`config.mk`:
```
export PLATFORM = sky130hd
export DESIGN_NAME = ir_pulse_gap_framer
export DESIGN_NICKNAME = d
export VERILOG_FILES = /design/src/rtl/core/ipgf_pkg.sv /design/src/rtl/core/ipgf_step.sv /design/src/rtl/core/ir_pulse_gap_framer.sv
export SDC_FILE = /design/constraint.sdc
export NUM_CORES = 1
export LEC_CHECK = 0
export CAP_MARGIN = 40
export CORE_ASPECT_RATIO = 1.25
export CORE_MARGIN = 5
export CORE_UTILIZATION = 30
export DETAILED_ROUTE_END_ITERATION = 10
export DONT_BUFFER_PORTS = 1
export HOLD_SLACK_MARGIN = 0.06
export SKIP_CTS_REPAIR_TIMING = 1
export SLEW_MARGIN = 20
export SYNTH_ARGS = -nofsm -noshare
export SYNTH_HDL_FRONTEND = slang
export SYNTH_SLANG_ARGS = --single-unit
```
`constraint.sdc`:
```
create_clock -name clk -period 6.8 [get_ports clk]
set_clock_uncertainty 0.2 [all_clocks]
set_input_delay 2.04 -clock clk [delete_from_list [all_inputs] [get_ports clk]]
set_output_delay 2.04 -clock clk [all_outputs]
set_load 0.02 [all_outputs]
```
`src/rtl/core/ipgf_pkg.sv`:
```
// ----------------------------------------------------------------------------
// ipgf_pkg
// Shared types and constants for the infrared pulse gap framer.
// ----------------------------------------------------------------------------
package ipgf_pkg;

  localparam int TS_W    = 16;
  localparam int GAP_W   = 15;
  localparam int CNT_W   = 8;
  localparam int CMD_W   = 2;

  // gap register value after reset
  localparam logic [GAP_W-1:0] GAP_RESET = GAP_W'(10000);

  // age at which an idle poll pulls the last timestamp forward
  localparam logic [TS_W-1:0] AGE_LIMIT = 16'h8000;

  typedef enum logic [CMD_W-1:0] {
    CMD_EDGE   = 2'd0,
    CMD_POLL   = 2'd1,
    CMD_ARM    = 2'd2,
    CMD_UNUSED = 2'd3
  } cmd_t;

  // one input beat
  typedef struct packed {
    logic [CMD_W-1:0] command;
    logic [TS_W-1:0]  timestamp;
  } item_t;

  // framer state
  typedef struct packed {
    logic [TS_W-1:0]  last_time;
    logic             recording;
    logic             edge_parity;
    logic [CNT_W-1:0] stored_count;
    logic             armed;
  } state_t;

  // one result beat
  typedef struct packed {
    logic             has_duration;
    logic [TS_W-1:0]  duration;
    logic             frame_end;
    logic [CNT_W-1:0] frame_length;
  } result_t;

endpackage

```
`src/rtl/core/ipgf_step.sv`:
```
// ----------------------------------------------------------------------------
// ipgf_step
// Single-pass update: takes one item and the current state, gives the next
// state and at most one result.
// ----------------------------------------------------------------------------
module ipgf_step #(
  parameter int MAX_DURATIONS = 128
) (
  input  ipgf_pkg::item_t                  item,
  input  ipgf_pkg::state_t                 st,
  input  logic [ipgf_pkg::GAP_W-1:0]       gap_len,
  output ipgf_pkg::state_t                 st_nxt,
  output ipgf_pkg::result_t                res,
  output logic                             res_vld
);

  localparam logic [ipgf_pkg::CNT_W-1:0] MAX_CNT = ipgf_pkg::CNT_W'(MAX_DURATIONS);

  logic [ipgf_pkg::TS_W-1:0]  age;
  logic [ipgf_pkg::TS_W-1:0]  gap_ext;
  logic                       gap_gt;
  logic                       gap_ge;
  logic                       rec_new;
  logic [ipgf_pkg::CNT_W-1:0] cnt_inc;

  // interval since the last edge, modulo the timer width
  assign age     = item.timestamp - st.last_time;
  assign gap_ext = {1'b0, gap_len};
  assign gap_gt  = age > gap_ext;
  assign gap_ge  = age >= gap_ext;
  assign rec_new = st.recording | (gap_gt & ~st.edge_parity);
  assign cnt_inc = st.stored_count + 1'b1;

  // state update and result selection
  always_comb begin
    st_nxt  = st;
    res     = '0;
    res_vld = 1'b0;
    case (ipgf_pkg::cmd_t'(item.command))
      ipgf_pkg::CMD_ARM: begin
        st_nxt.last_time    = item.timestamp;
        st_nxt.recording    = 1'b0;
        st_nxt.edge_parity  = 1'b0;
        st_nxt.stored_count = '0;
        st_nxt.armed        = 1'b1;
      end
      ipgf_pkg::CMD_EDGE: begin
        if (st.armed) begin
          if (gap_gt && !st.edge_parity && st.recording) begin
            // gap at a mark edge closes the frame, edge not recorded
            st_nxt.armed     = 1'b0;
            res.frame_end    = 1'b1;
            res.frame_length = st.stored_count;
            res_vld          = 1'b1;
          end else begin
            st_nxt.last_time   = item.timestamp;
            st_nxt.edge_parity = ~st.edge_parity;
            st_nxt.recording   = rec_new;
            if (rec_new) begin
              st_nxt.stored_count = cnt_inc;
              res.has_duration    = 1'b1;
              res.duration        = age;
              res_vld             = 1'b1;
              if (cnt_inc == MAX_CNT) begin
                // frame full
                st_nxt.armed     = 1'b0;
                res.frame_end    = 1'b1;
                res.frame_length = cnt_inc;
              end
            end
          end
        end
      end
      ipgf_pkg::CMD_POLL: begin
        if (st.armed) begin
          if (st.recording) begin
            if (gap_ge) begin
              st_nxt.armed     = 1'b0;
              res.frame_end    = 1'b1;
              res.frame_length = st.stored_count;
              res_vld          = 1'b1;
            end
          end else if (age >= ipgf_pkg::AGE_LIMIT) begin
            // keep the idle age from wrapping
            st_nxt.last_time = item.timestamp - gap_ext;
          end
        end
      end
      default: begin
        st_nxt = st;
      end
    endcase
  end

endmodule

```
`src/rtl/core/ir_pulse_gap_framer.sv`:
```
// ----------------------------------------------------------------------------
// ir_pulse_gap_framer
// Frames raw infrared edge timestamps into durations separated by idle gaps.
// ----------------------------------------------------------------------------
// Usage:
//   Input channel (in_valid/in_ready) carries one beat per edge capture,
//   poll or arm command, with a 16-bit timer value. Result channel
//   (out_valid/out_ready) carries at most one beat per input beat: a
//   recorded duration, an end-of-frame marker with the frame length, or
//   both when the frame fills up. Input beats that give no result are
//   absorbed silently.
//   The input register takes each accepted beat; the framing update then
//   loads the result register, which drives out_valid, once the result
//   slot is free or being emptied.
//   Throughput is one beat per cycle while the receiver does not stall.
//   When the receiver stalls, a held result blocks the update stage and
//   the input register fills; in_ready then drops until out_ready returns.
//   Reset clears the framer to stopped and the gap register to 10000 ticks;
//   nothing is framed until an arm command arrives. cfg_wr_en writes the
//   gap register immediately and should only be used while the block is idle.
// ----------------------------------------------------------------------------
module ir_pulse_gap_framer #(
  parameter int MAX_DURATIONS = 128
) (
  input  logic                          clk,
  input  logic                          rst_n,
  input  logic                          cfg_wr_en,
  input  logic [ipgf_pkg::GAP_W-1:0]    cfg_wr_data,
  input  logic                          in_valid,
  output logic                          in_ready,
  input  logic [ipgf_pkg::CMD_W-1:0]    in_command,
  input  logic [ipgf_pkg::TS_W-1:0]     in_timestamp,
  output logic                          out_valid,
  input  logic                          out_ready,
  output logic                          out_has_duration,
  output logic [ipgf_pkg::TS_W-1:0]     out_duration,
  output logic                          out_frame_end,
  output logic [ipgf_pkg::CNT_W-1:0]    out_frame_length
);

  logic [ipgf_pkg::GAP_W-1:0] gap_r;
  ipgf_pkg::item_t            item_r;
  logic                       item_vld_r;
  ipgf_pkg::state_t           st_r;
  ipgf_pkg::state_t           st_nxt;
  ipgf_pkg::result_t          res_nxt;
  logic                       res_vld_nxt;
  ipgf_pkg::result_t          res_r;
  logic                       res_vld_r;
  logic                       go;

  // update stage advances when the result slot is free or being emptied
  assign go       = item_vld_r & (~res_vld_r | out_ready);
  assign in_ready = ~item_vld_r | go;

  // gap register
  always_ff @(posedge clk) begin
    if (!rst_n) begin
      gap_r <= ipgf_pkg::GAP_RESET;
    end else if (cfg_wr_en) begin
      gap_r <= cfg_wr_data;
    end
  end

  // input register
  always_ff @(posedge clk) begin
    if (!rst_n) begin
      item_vld_r <= 1'b0;
    end else if (in_ready) begin
      item_vld_r <= in_valid;
    end
  end

  always_ff @(posedge clk) begin
    if (in_ready && in_valid) begin
      item_r.command   <= in_command;
      item_r.timestamp <= in_timestamp;
    end
  end

  // framing update
  ipgf_step #(
    .MAX_DURATIONS(MAX_DURATIONS)
  ) u_step (
    .item      (item_r),
    .st        (st_r),
    .gap_len   (gap_r),
    .st_nxt    (st_nxt),
    .res       (res_nxt),
    .res_vld   (res_vld_nxt)
  );

  // framer state
  always_ff @(posedge clk) begin
    if (!rst_n) begin
      st_r <= '0;
    end else if (go) begin
      st_r <= st_nxt;
    end
  end

  // result register
  always_ff @(posedge clk) begin
    if (!rst_n) begin
      res_vld_r <= 1'b0;
    end else if (go) begin
      res_vld_r <= res_vld_nxt;
    end else if (out_ready) begin
      res_vld_r <= 1'b0;
    end
  end

  always_ff @(posedge clk) begin
    if (go && res_vld_nxt) begin
      res_r <= res_nxt;
    end
  end

  assign out_valid        = res_vld_r;
  assign out_has_duration = res_r.has_duration;
  assign out_duration     = res_r.duration;
  assign out_frame_end    = res_r.frame_end;
  assign out_frame_length = res_r.frame_length;

  // a closing beat always leaves the framer stopped
  a_end_stops: assert property (@(posedge clk) disable iff (!rst_n)
    (go && res_vld_nxt && res_nxt.frame_end) |=> !st_r.armed)
    else $error("framer still armed after frame end");

  // a recorded duration only comes from a recording framer
  a_dur_rec: assert property (@(posedge clk) disable iff (!rst_n)
    (go && res_vld_nxt && res_nxt.has_duration) |=> st_r.recording)
    else $error("duration emitted while not recording");

  // count stays clear outside a frame
  a_cnt_idle: assert property (@(posedge clk) disable iff (!rst_n)
    !st_r.recording |-> (st_r.stored_count == '0))
    else $error("stored count nonzero while not recording");

  // count never passes the frame limit
  a_cnt_max: assert property (@(posedge clk) disable iff (!rst_n)
    st_r.stored_count <= ipgf_pkg::CNT_W'(MAX_DURATIONS))
    else $error("stored count beyond frame limit");

  // a held result is not overwritten by the update stage
  a_no_overrun: assert property (@(posedge clk) disable iff (!rst_n)
    (res_vld_r && !out_ready) |-> !go)
    else $error("result register overwritten while stalled");

endmodule

```
==> impl_results.md, run 1 <==
- Slowest CP cell: o41ai_1
- GRT Total Usage: 0.126
- Sequential element share of the synthesized area: 0.396
- CTS sink cnt: 88
- Overflow after GRT: 0
- DIE WIDTH: 132 um
- Setup slack, reg-to-reg: 0.77 ns
- Hold Path Sink: st_r[21]
- FFs w/ async S/R, synth: 0
- Number of diodes: 0
- Synth cell count leaders: 47 x ha_1, 46 x nand2_1, 44 x dfxtp_1, 44 x edfxtp_1, 42 x nor2_1
- Max_cap viols: 0
- Root buf cell: clkbuf_16
- Die area: 21,400 um^2
- Slew Viols, Final: 0
- Hold Crit Depth: 2
- Largest cells by area after synthesis: edfxtp_1 24%, dfxtp_1 16%, ha_1 11%
- Synthesized area per cell: 9.51 um^2
- Worst R2R Start: item_r[0]
- Crit path arrival time: 5.84 ns
- GP Congestion: 0.843
- Share of the synthesized area in the top cell type: 0.238
- Worst Tran Pin Value: 0.805 ns
- Largest net degree at the start of global routing: 30
- Endpoints failing setup: 0
- Mapped Nets: 671
- Clock Path Buffers: 2
- Area Overhead vs Synth: 9.35%
- Reg2reg end: out_duration[13]
- Final #Nets: 666
- CTS tree: built
- Fin Setup TNS: 0 ns
- CP endpoint kind: flip-flop
- DP HPWL: 10,300 um
- Tmin final: 6.03 ns
- Max FO, Critical Path: 27
- Core area: 18,200 um^2
- Hold path start: st_r[21]
- P per Cell Area: 240 nW/um^2
- DRC violations left: 0
- Post-synth EDFFs: 44
- Rel. slew slack: 0.462
- Cell taking the most area after synthesis: edfxtp_1
- Detailed Route WL: 13,400 um
- H-tree depth: 3
- Worst-path cell chain: inv_1 > ha_1 > inv_1 > fa_1 > a21o_1 > a21oi_1 > o21ai_0 > o41ai_1 > o21ai_0 > a21o_1 > a21o_1 > xor2_1 > ha_1 > nand3_1 > or2_2 > a31o_2 > a31oi_1 > o21bai_2 > and2_1 > o2111a_1 > buf_4
- WL per Instance: 16.5 um
- Starting density of the core: 0.306
- DR vias: 4,183
- Startpoint Class: flip-flop
- Post-DRT Antenna Nets: 0
- Worst skew pair latency: 0.35 ns
- Distinct cells, synth: 67
- Setup CP Type: flip-flop to flip-flop
- # rows: 55
- Gate count after technology mapping: 584
- Layout cell share with drive strength beyond 1: 0.0771
- Mapped cell area: 5560 um^2
- Most common flop cell mapped by yosys: edfxtp_1
- Crit share post-route: 0.886
- Worst stage delay on the critical path: 0.59 ns
- DRT iter0 DRCs: 249
- Initial antenna violation count: 1
- Die Ht: 162 um
- Clock-pin slew of the registers on the worst-case setup and hold paths: 0.07 ns
- Status: finished, final reports clean
- Fmax: 166 MHz
- Num CTS Buffers: 9
- Vias per Instance: 5.15
- Fillers: 1,901
- Most frequent CP cell: a21o_1
- Ys Warns: 0
- Vias in the first global route: 4,104
- Req. time, crit path: 6.61 ns
- Global-route wire length before repair: 21,800 um
- Port Buffers: 0
- VDD IR max: 0.123 mV
- Unrepaired setup endpoints after global routing: false
- # IOs: 66
- Hold Path Class: flip-flop to flip-flop
- First drt pass iteration count: 4
- Reg2reg path depth: 21
- Pleak: 0.00235 uW
- Most frequent cell after synthesis: ha_1
- Final Hold Fails: 0
- Yosys reg bits: 88
- Hold WS: 0.260 ns
worst max path at each step:
stage / from / end / slack (ns) / depth (start not counted)
finish: item_r[0] / out_duration[13] / 0.77 / 21
global route: item_r[0] / out_duration[13] / 0.31 / 21
CTS: item_r[0] / out_duration[13] / 0.79 / 21
detailed placement: item_r[0] / out_duration[12] / 0.82 / 21
global placement: item_r[0] / out_frame_length[2] / 0.97 / 21
floorplan: item_r[0] / out_duration[0] / 1.16 / 21
power by group:
| group | leakage, uW | internal (uW) | total, uW | switching, uW |
|---|---|---|---|---|
| logic | 0.00139 | 164 | 388 | 224 |
| clock network | 0.000133 | 252 | 475 | 224 |
| registers | 0.000818 | 577 | 596 | 18.9 |
| total | 0.00235 | 993 | 1460 | 466 |
kinds of logic (layout without fill, tap and decap cells):
kind of cell,count (synthesis),count (layout),synth area share
fa+ha+maj,50,50,0.115
mux,19,19,0.0342
buf+inv,63,63,0.0448
flops,88,88,0.396
simple gates,199,199,0.194
xor+xnor,30,30,0.0486
compound gates,135,135,0.167
sequential cells by signal, indices dropped and copies added, names as in the netlist:
signal,count
st_r,27
item_r,18
out_duration,16
gap_r,15
out_frame_length,8
item_vld_r,1
out_frame_end,1
out_has_duration,1
out_valid,1
through the flow:
stage / worst slack [ns] / util / total power (uW) / area (um^2) / cells
after detailed placement: 0.821 / 0.319 / 989 / 5790 / 795
after floorplan: 1.16 / - / 916 / 5560 / 584
after global placement: 0.968 / 0.318 / 985 / 5770 / 794
final: 0.773 / 0.334 / 1460 / 6070 / 812
after CTS: 0.789 / 0.334 / 1470 / 6070 / 811
after global routing: 0.310 / 0.334 / 1550 / 6070 / 812
area by class of cell:
| type | instances | area (um^2) | area share |
|---|---|---|---|
| clock buffers | 9 | 225 | 0.0371 |
| clock inverters | 7 | 55.1 | 0.00906 |
| inverters | 42 | 158 | 0.0260 |
| multi-input cells | 433 | 3100 | 0.511 |
| flip-flops and latches | 88 | 2200 | 0.363 |
| well taps | 228 | 285 | 0.0470 |
| repair buffers | 5 | 45.0 | 0.00742 |
placed cells by master, fill, tap and decap left out, types with 17 or more instances in the layout:
cell and count:
nand2_1 46, nor2_1 42, dfxtp_1 44, o21ai_0 26
xnor2_1 19, nor3_1 17, ha_1 47, a21oi_1 28
edfxtp_1 44, inv_1 41, mux2i_1 19
critical path, delay by kind of cell (launching register included):
kind            cells  cell delay [ns]
flops               1             0.39
simple gates        3             0.79
xor+xnor            1             0.15
buf+inv             3             0.47
fa+ha+maj           3             0.89
compound gates     11             2.79
per-layer routing:
metal / GRT usage / up-vias / part of all wire
li1: - / 2109 / -
met1: 0.159 / 1968 / 0.47
met3: 0.0409 / 23 / 0.051
met5: 0 / - / 0.00052
met2: 0.202 / 81 / 0.46
met4: 0.0435 / 2 / 0.019
Note: power is estimated with default switching activity, not from simulation.
==> run 2, diff against run 1 <==
CORE_ASPECT_RATIO = 0.75   (was 1.25)
GPL_TIMING_DRIVEN = 0   (was default)
==> run 2 against run 1 <==
Clock power down 0.8%; sequential power about the same; via count up 1.3%; combinational power up 4%; die area about the same; non-clock buffer count up 18; wire length up 6.7%; final area up 1.6%; global-route usage up 1.2 points; utilization up 0.21 points; critical path type unchanged.
==> impl_results.md, run 2 (synthesized netlist as in run 1, its figures left out) <==
- Hold Path Class: flip-flop to flip-flop
- Core area: 18,300 um^2
- Most frequent cells in the layout: 47 x ha_1, 46 x nand2_1, 44 x dfxtp_1, 44 x edfxtp_1, 42 x nor2_1
- Hold WS: 0.260 ns
- Largest net degree at the start of global routing: 28
- Initial antenna violation count: 4
- Final #Nets: 684
- Crit share post-route: 0.911
- Post-DRT Antenna Nets: 0
- Setup CP Type: flip-flop to flip-flop
- GRT Total Usage: 0.137
- Die Ht: 128 um
- First drt pass iteration count: 5
- WL per Instance: 16.8 um
- Root buf cell: clkbuf_16
- # rows: 43
- Vias per Instance: 4.98
- Layout cell share with drive strength beyond 1: 0.0797
- Num CTS Buffers: 9
- M1 GR Usage: 0.213
- H-tree depth: 3
- Die area: 21,400 um^2
- Grt met3 use: 0.0524
- Rel. slew slack: 0.464
- CP endpoint kind: flip-flop
- Fin Setup TNS: 0 ns
- Final Hold Fails: 0
- Max_cap viols: 0
- Most used routing layer: met1
- CTS tree: built
- DRC violations left: 0
- Pleak: 0.00238 uW
- DP HPWL: 11,300 um
- Commonest non-fill, non-tap cell in the layout: ha_1
- Worst skew pair latency: 0.35 ns
- Register with the most flip-flops: st_r
- Global-route met2 utilization: 0.173
- DR vias: 4,236
- Endpoints failing setup: 0
- Detailed Route WL: 14,300 um
- Max FO, Critical Path: 27
- Largest register FFs: 27
- GP Congestion: 0.860
- Startpoint Class: flip-flop
- DIE WIDTH: 167 um
- Tmin final: 6.20 ns
- Starting density of the core: 0.303
- Area Overhead vs Synth: 11.1%
- # IOs: 66
- Slew Viols, Final: 0
- Worst Tran Pin Value: 0.802 ns
- Fillers: 1,891
- Global-route wire length before repair: 22,700 um
- P per Cell Area: 238 nW/um^2
- Req. time, crit path: 6.59 ns
- DRT iter0 DRCs: 254
- Crit path arrival time: 5.98 ns
- Clock-pin slew of the registers on the worst-case setup and hold paths: 0.07 ns
- Unrepaired setup endpoints after global routing: false
- Clock Path Buffers: 2
- VDD IR max: 0.124 mV
- Fmax: 161 MHz
- Overflow after GRT: 0
- Port Buffers: 0
- Vias in the first global route: 3,949
- Status: finished, final reports clean
- CTS sink cnt: 88
run 2: layout make-up:
cell class              instances  area [um^2]  share of cell area
plain buffers                  21         91.3              0.0148
inverters                      42          158              0.0255
flip-flops and latches         88         2200               0.357
clock inverters                 7         53.8             0.00872
repair buffers                  2         26.3             0.00426
multi-input cells             433         3110               0.503
well taps                     247          309              0.0501
clock buffers                   9          225              0.0365
diodes                          1         2.50            0.000405
run 2: metal layers:
metal	wire, um	vias up
li1	-	2142
met5	47	-
met4	191	6
met1	7580	1957
met3	1230	21
met2	5210	110
run 2: power breakdown:
part / internal (uW) / leakage, uW / total [uW] / switching, uW
Sequential: 577 / 0.000818 / 596 / 18.7
Clock: 251 / 0.000137 / 471 / 220
Combinational: 170 / 0.00142 / 405 / 236
run 2: final timing paths:
kind	start	to	slack, ns	depth (start not counted)
min	st_r[23]	st_r[23]	0.26	2
min reg2reg	st_r[23]	st_r[23]	0.26	2
max	item_r[0]	out_has_duration	0.60	21
max reg2reg	item_r[0]	out_has_duration	0.60	21
run 2: critical path: stages (launching register included):
cell,delay [ns]
edfxtp_1,0.41
inv_1,0.12
ha_1,0.17
inv_1,0.05
fa_1,0.40
a21o_1,0.19
a21oi_1,0.22
o21ai_0,0.17
o41ai_1,0.57
o21ai_0,0.30
a21o_1,0.23
a21o_1,0.18
xor2_1,0.16
ha_1,0.34
nand3_1,0.13
or2_2,0.33
a31o_2,0.20
a31oi_1,0.26
o21bai_2,0.23
and2_1,0.15
buf_2,0.17
o2111a_2,0.63
run 2: through the flow:
stage	instance area, um^2	power (uW)	util	instances	setup WS, ns
2_1_floorplan	5560	916	-	584	1.16
3_3_place_gp	5860	1000	0.320	831	0.211
3_5_place_dp	5880	1010	0.320	832	0.577
4_1_cts	6160	1490	0.336	848	0.572
5_1_grt	6170	1570	0.336	850	0.199
6_report	6170	1470	0.336	850	0.603
==> run 3, diff against run 2 <==
SYNTH_HIERARCHICAL = 1   (was default)
==> run 3 against run 2 <==
Register-to-register slack improved by 0.28 ns; clock-buffer cell count stayed put; final area is 6.4% higher; combinational power fell by 7.9%; critical path depth up 7; power shrank 0.18%.
==> impl_results.md, run 3 <==
- H-tree depth: 3
- Reg2reg end: st_r[19]
- Largest register FFs: 27
- Worst Tran Pin Value: 0.803 ns
- Synthesized area per cell: 8.89 um^2
- Post-DRT Antenna Nets: 0
- WL per Instance: 16.9 um
- Worst stage delay on the critical path: 0.44 ns
- Post-synth EDFFs: 44
- Die Ht: 131 um
- Core area: 19,300 um^2
- Die area: 22,600 um^2
- Sequential element share of the synthesized area: 0.374
- Layout cell share with drive strength beyond 1: 0.0600
- Yosys reg bits: 88
- Initial antenna violation count: 0
- Vias per Instance: 5.04
- # rows: 44
- GP Congestion: 0.877
- Mapped cell area: 5890 um^2
- Global-route wire length before repair: 25,000 um
- Overflow after GRT: 0
- Area Overhead vs Synth: 11.5%
- Distinct cells, synth: 62
- Crit path arrival time: 6.00 ns
- Mapped Nets: 752
- CP endpoint kind: flip-flop
- Root buf cell: clkbuf_16
- Endpoints failing setup: 0
- Gate count after technology mapping: 663
- DRC violations left: 0
- # IOs: 66
- Cell taking the most area after synthesis: edfxtp_1
- FFs w/ async S/R, synth: 0
- Crit share post-route: 0.870
- Crit path to: st_r[19]
- GRT Total Usage: 0.142
- Worst Setup SP: item_r[0]
- DP HPWL: 12,500 um
- Largest net degree at the start of global routing: 21
- Share of the synthesized area in the top cell type: 0.224
- Hold Path Class: flip-flop to flip-flop
- Port Buffers: 0
- Worst R2R Start: item_r[0]
- Final Hold Fails: 0
- Setup slack, reg-to-reg: 0.88 ns
- Detailed Route WL: 15,800 um
- Most frequent cells in the layout: 93 x nand2_1, 55 x nor2_1, 49 x ha_1, 47 x mux2i_1, 45 x a21oi_1
- Startpoint Class: flip-flop
- Pleak: 0.00246 uW
- Max FO, Critical Path: 9
- Final #Nets: 767
- Rel. slew slack: 0.463
- Starting density of the core: 0.305
- Most frequent cell after synthesis: nand2_1
- Fin util: 0.340
- Register with the most flip-flops: st_r
- Tmin final: 5.92 ns
- CTS tree: built
- Fmax: 169 MHz
- Clock Path Buffers: 2
- First drt pass iteration count: 5
- Synth cell count leaders: 93 x nand2_1, 56 x nor2_1, 49 x ha_1
- Fin Setup TNS: 0 ns
- Clock-pin slew of the registers on the worst-case setup and hold paths: 0.06 ns
- VDD IR max: 0.105 mV
- Reg2reg path depth: 28
- Unrepaired setup endpoints after global routing: false
- Worst skew pair latency: 0.35 ns
- Num CTS Buffers: 9
- Final Total Pwr: 1470 uW
- DRT iter0 DRCs: 326
- Most common flop cell mapped by yosys: edfxtp_1
- Slew Viols, Final: 0
- Commonest non-fill, non-tap cell in the layout: nand2_1
- Vias in the first global route: 4,471
- DIE WIDTH: 172 um
- Setup CP Type: flip-flop to flip-flop
- P per Cell Area: 224 nW/um^2
- Hold Crit Depth: 2
- Req. time, crit path: 6.88 ns
- Ys Warns: 6
- Max_cap viols: 0
- Status: finished, final reports clean
- Largest cells by area after synthesis: edfxtp_1 22%, dfxtp_1 15%, ha_1 10%
- Number of diodes: 0
- DR vias: 4,722
- CTS sink cnt: 88
- Slowest CP cell: a211oi_1
==> run 3: cell count changes after synthesis, sizes merged, moves of 13 or more <==
cell   change
a21oi     +16
mux2i     +28
nand2     +47
nor2      +13
nor2b     +17
nor3b     -19
==> run 3: final cells by class <==
cell class | instances | area (um^2)
Tap cell | 253 | 317
Buffer | 23 | 126
Clock inverter | 7 | 71.3
Inverter | 42 | 158
Fill cell | 1978 | 12800
Multi-Input combinational cell | 510 | 3410
Sequential cell | 88 | 2200
Timing Repair Buffer | 4 | 55.1
Clock buffer | 9 | 225
==> run 3: metal layers <==
layer	vias up	share of wire	global-route usage
li1	2371	-	-
met1	2205	0.50	0.210
met2	134	0.42	0.205
met3	12	0.066	0.0399
met4	0	0.011	0.0349
met5	-	0	0
==> run 3: how the worst min path moves through the flow <==
stage                    end     start  slack, ns
detailed placement  st_r[23]  st_r[23]       0.26
finish              st_r[23]  st_r[23]       0.27
floorplan           st_r[23]  st_r[23]       0.23
global route        st_r[23]  st_r[23]       0.29
global placement    st_r[23]  st_r[23]       0.25
CTS                 st_r[23]  st_r[23]       0.27
==> run 3: kinds of logic after synthesis <==
logic type	Yosys count	synth area share
AOI/OAI and AO/OA	138	0.147
adders and majority gates	51	0.111
xor gates and xnor gates	25	0.0372
and+or+nand+nor	246	0.197
muxes	50	0.0856
buffers and inverters	65	0.0482
DFF	88	0.374
==> run 3: through the flow <==
step / hold WS (ns) / instance area [um^2] / std cells / worst slack (ns)
final: 0.267 / 6570 / 936 / 0.883
after CTS: 0.266 / 6570 / 936 / 0.985
after detailed placement: 0.257 / 6270 / 920 / 1.07
after global routing: 0.295 / 6570 / 936 / 0.313
after floorplan: 0.235 / 5890 / 663 / 1.58
after global placement: 0.247 / 6210 / 916 / 0.222
==> run 3: critical path, delay by kind of cell (launching register included) <==
family                     cells  cell delay [ns]
muxes                          2             0.31
xor gates and xnor gates       1             0.26
adders and majority gates      4             1.16
and+or+nand+nor                9             1.05
DFF                            1             0.39
buffers and inverters          3             0.33
AOI/OAI and AO/OA              9             2.12
==> run 3: report_power, final <==
group	internal [uW]	switching, uW
combinational	150	222
clock	285	216
sequential	577	19.7
total	1010	458
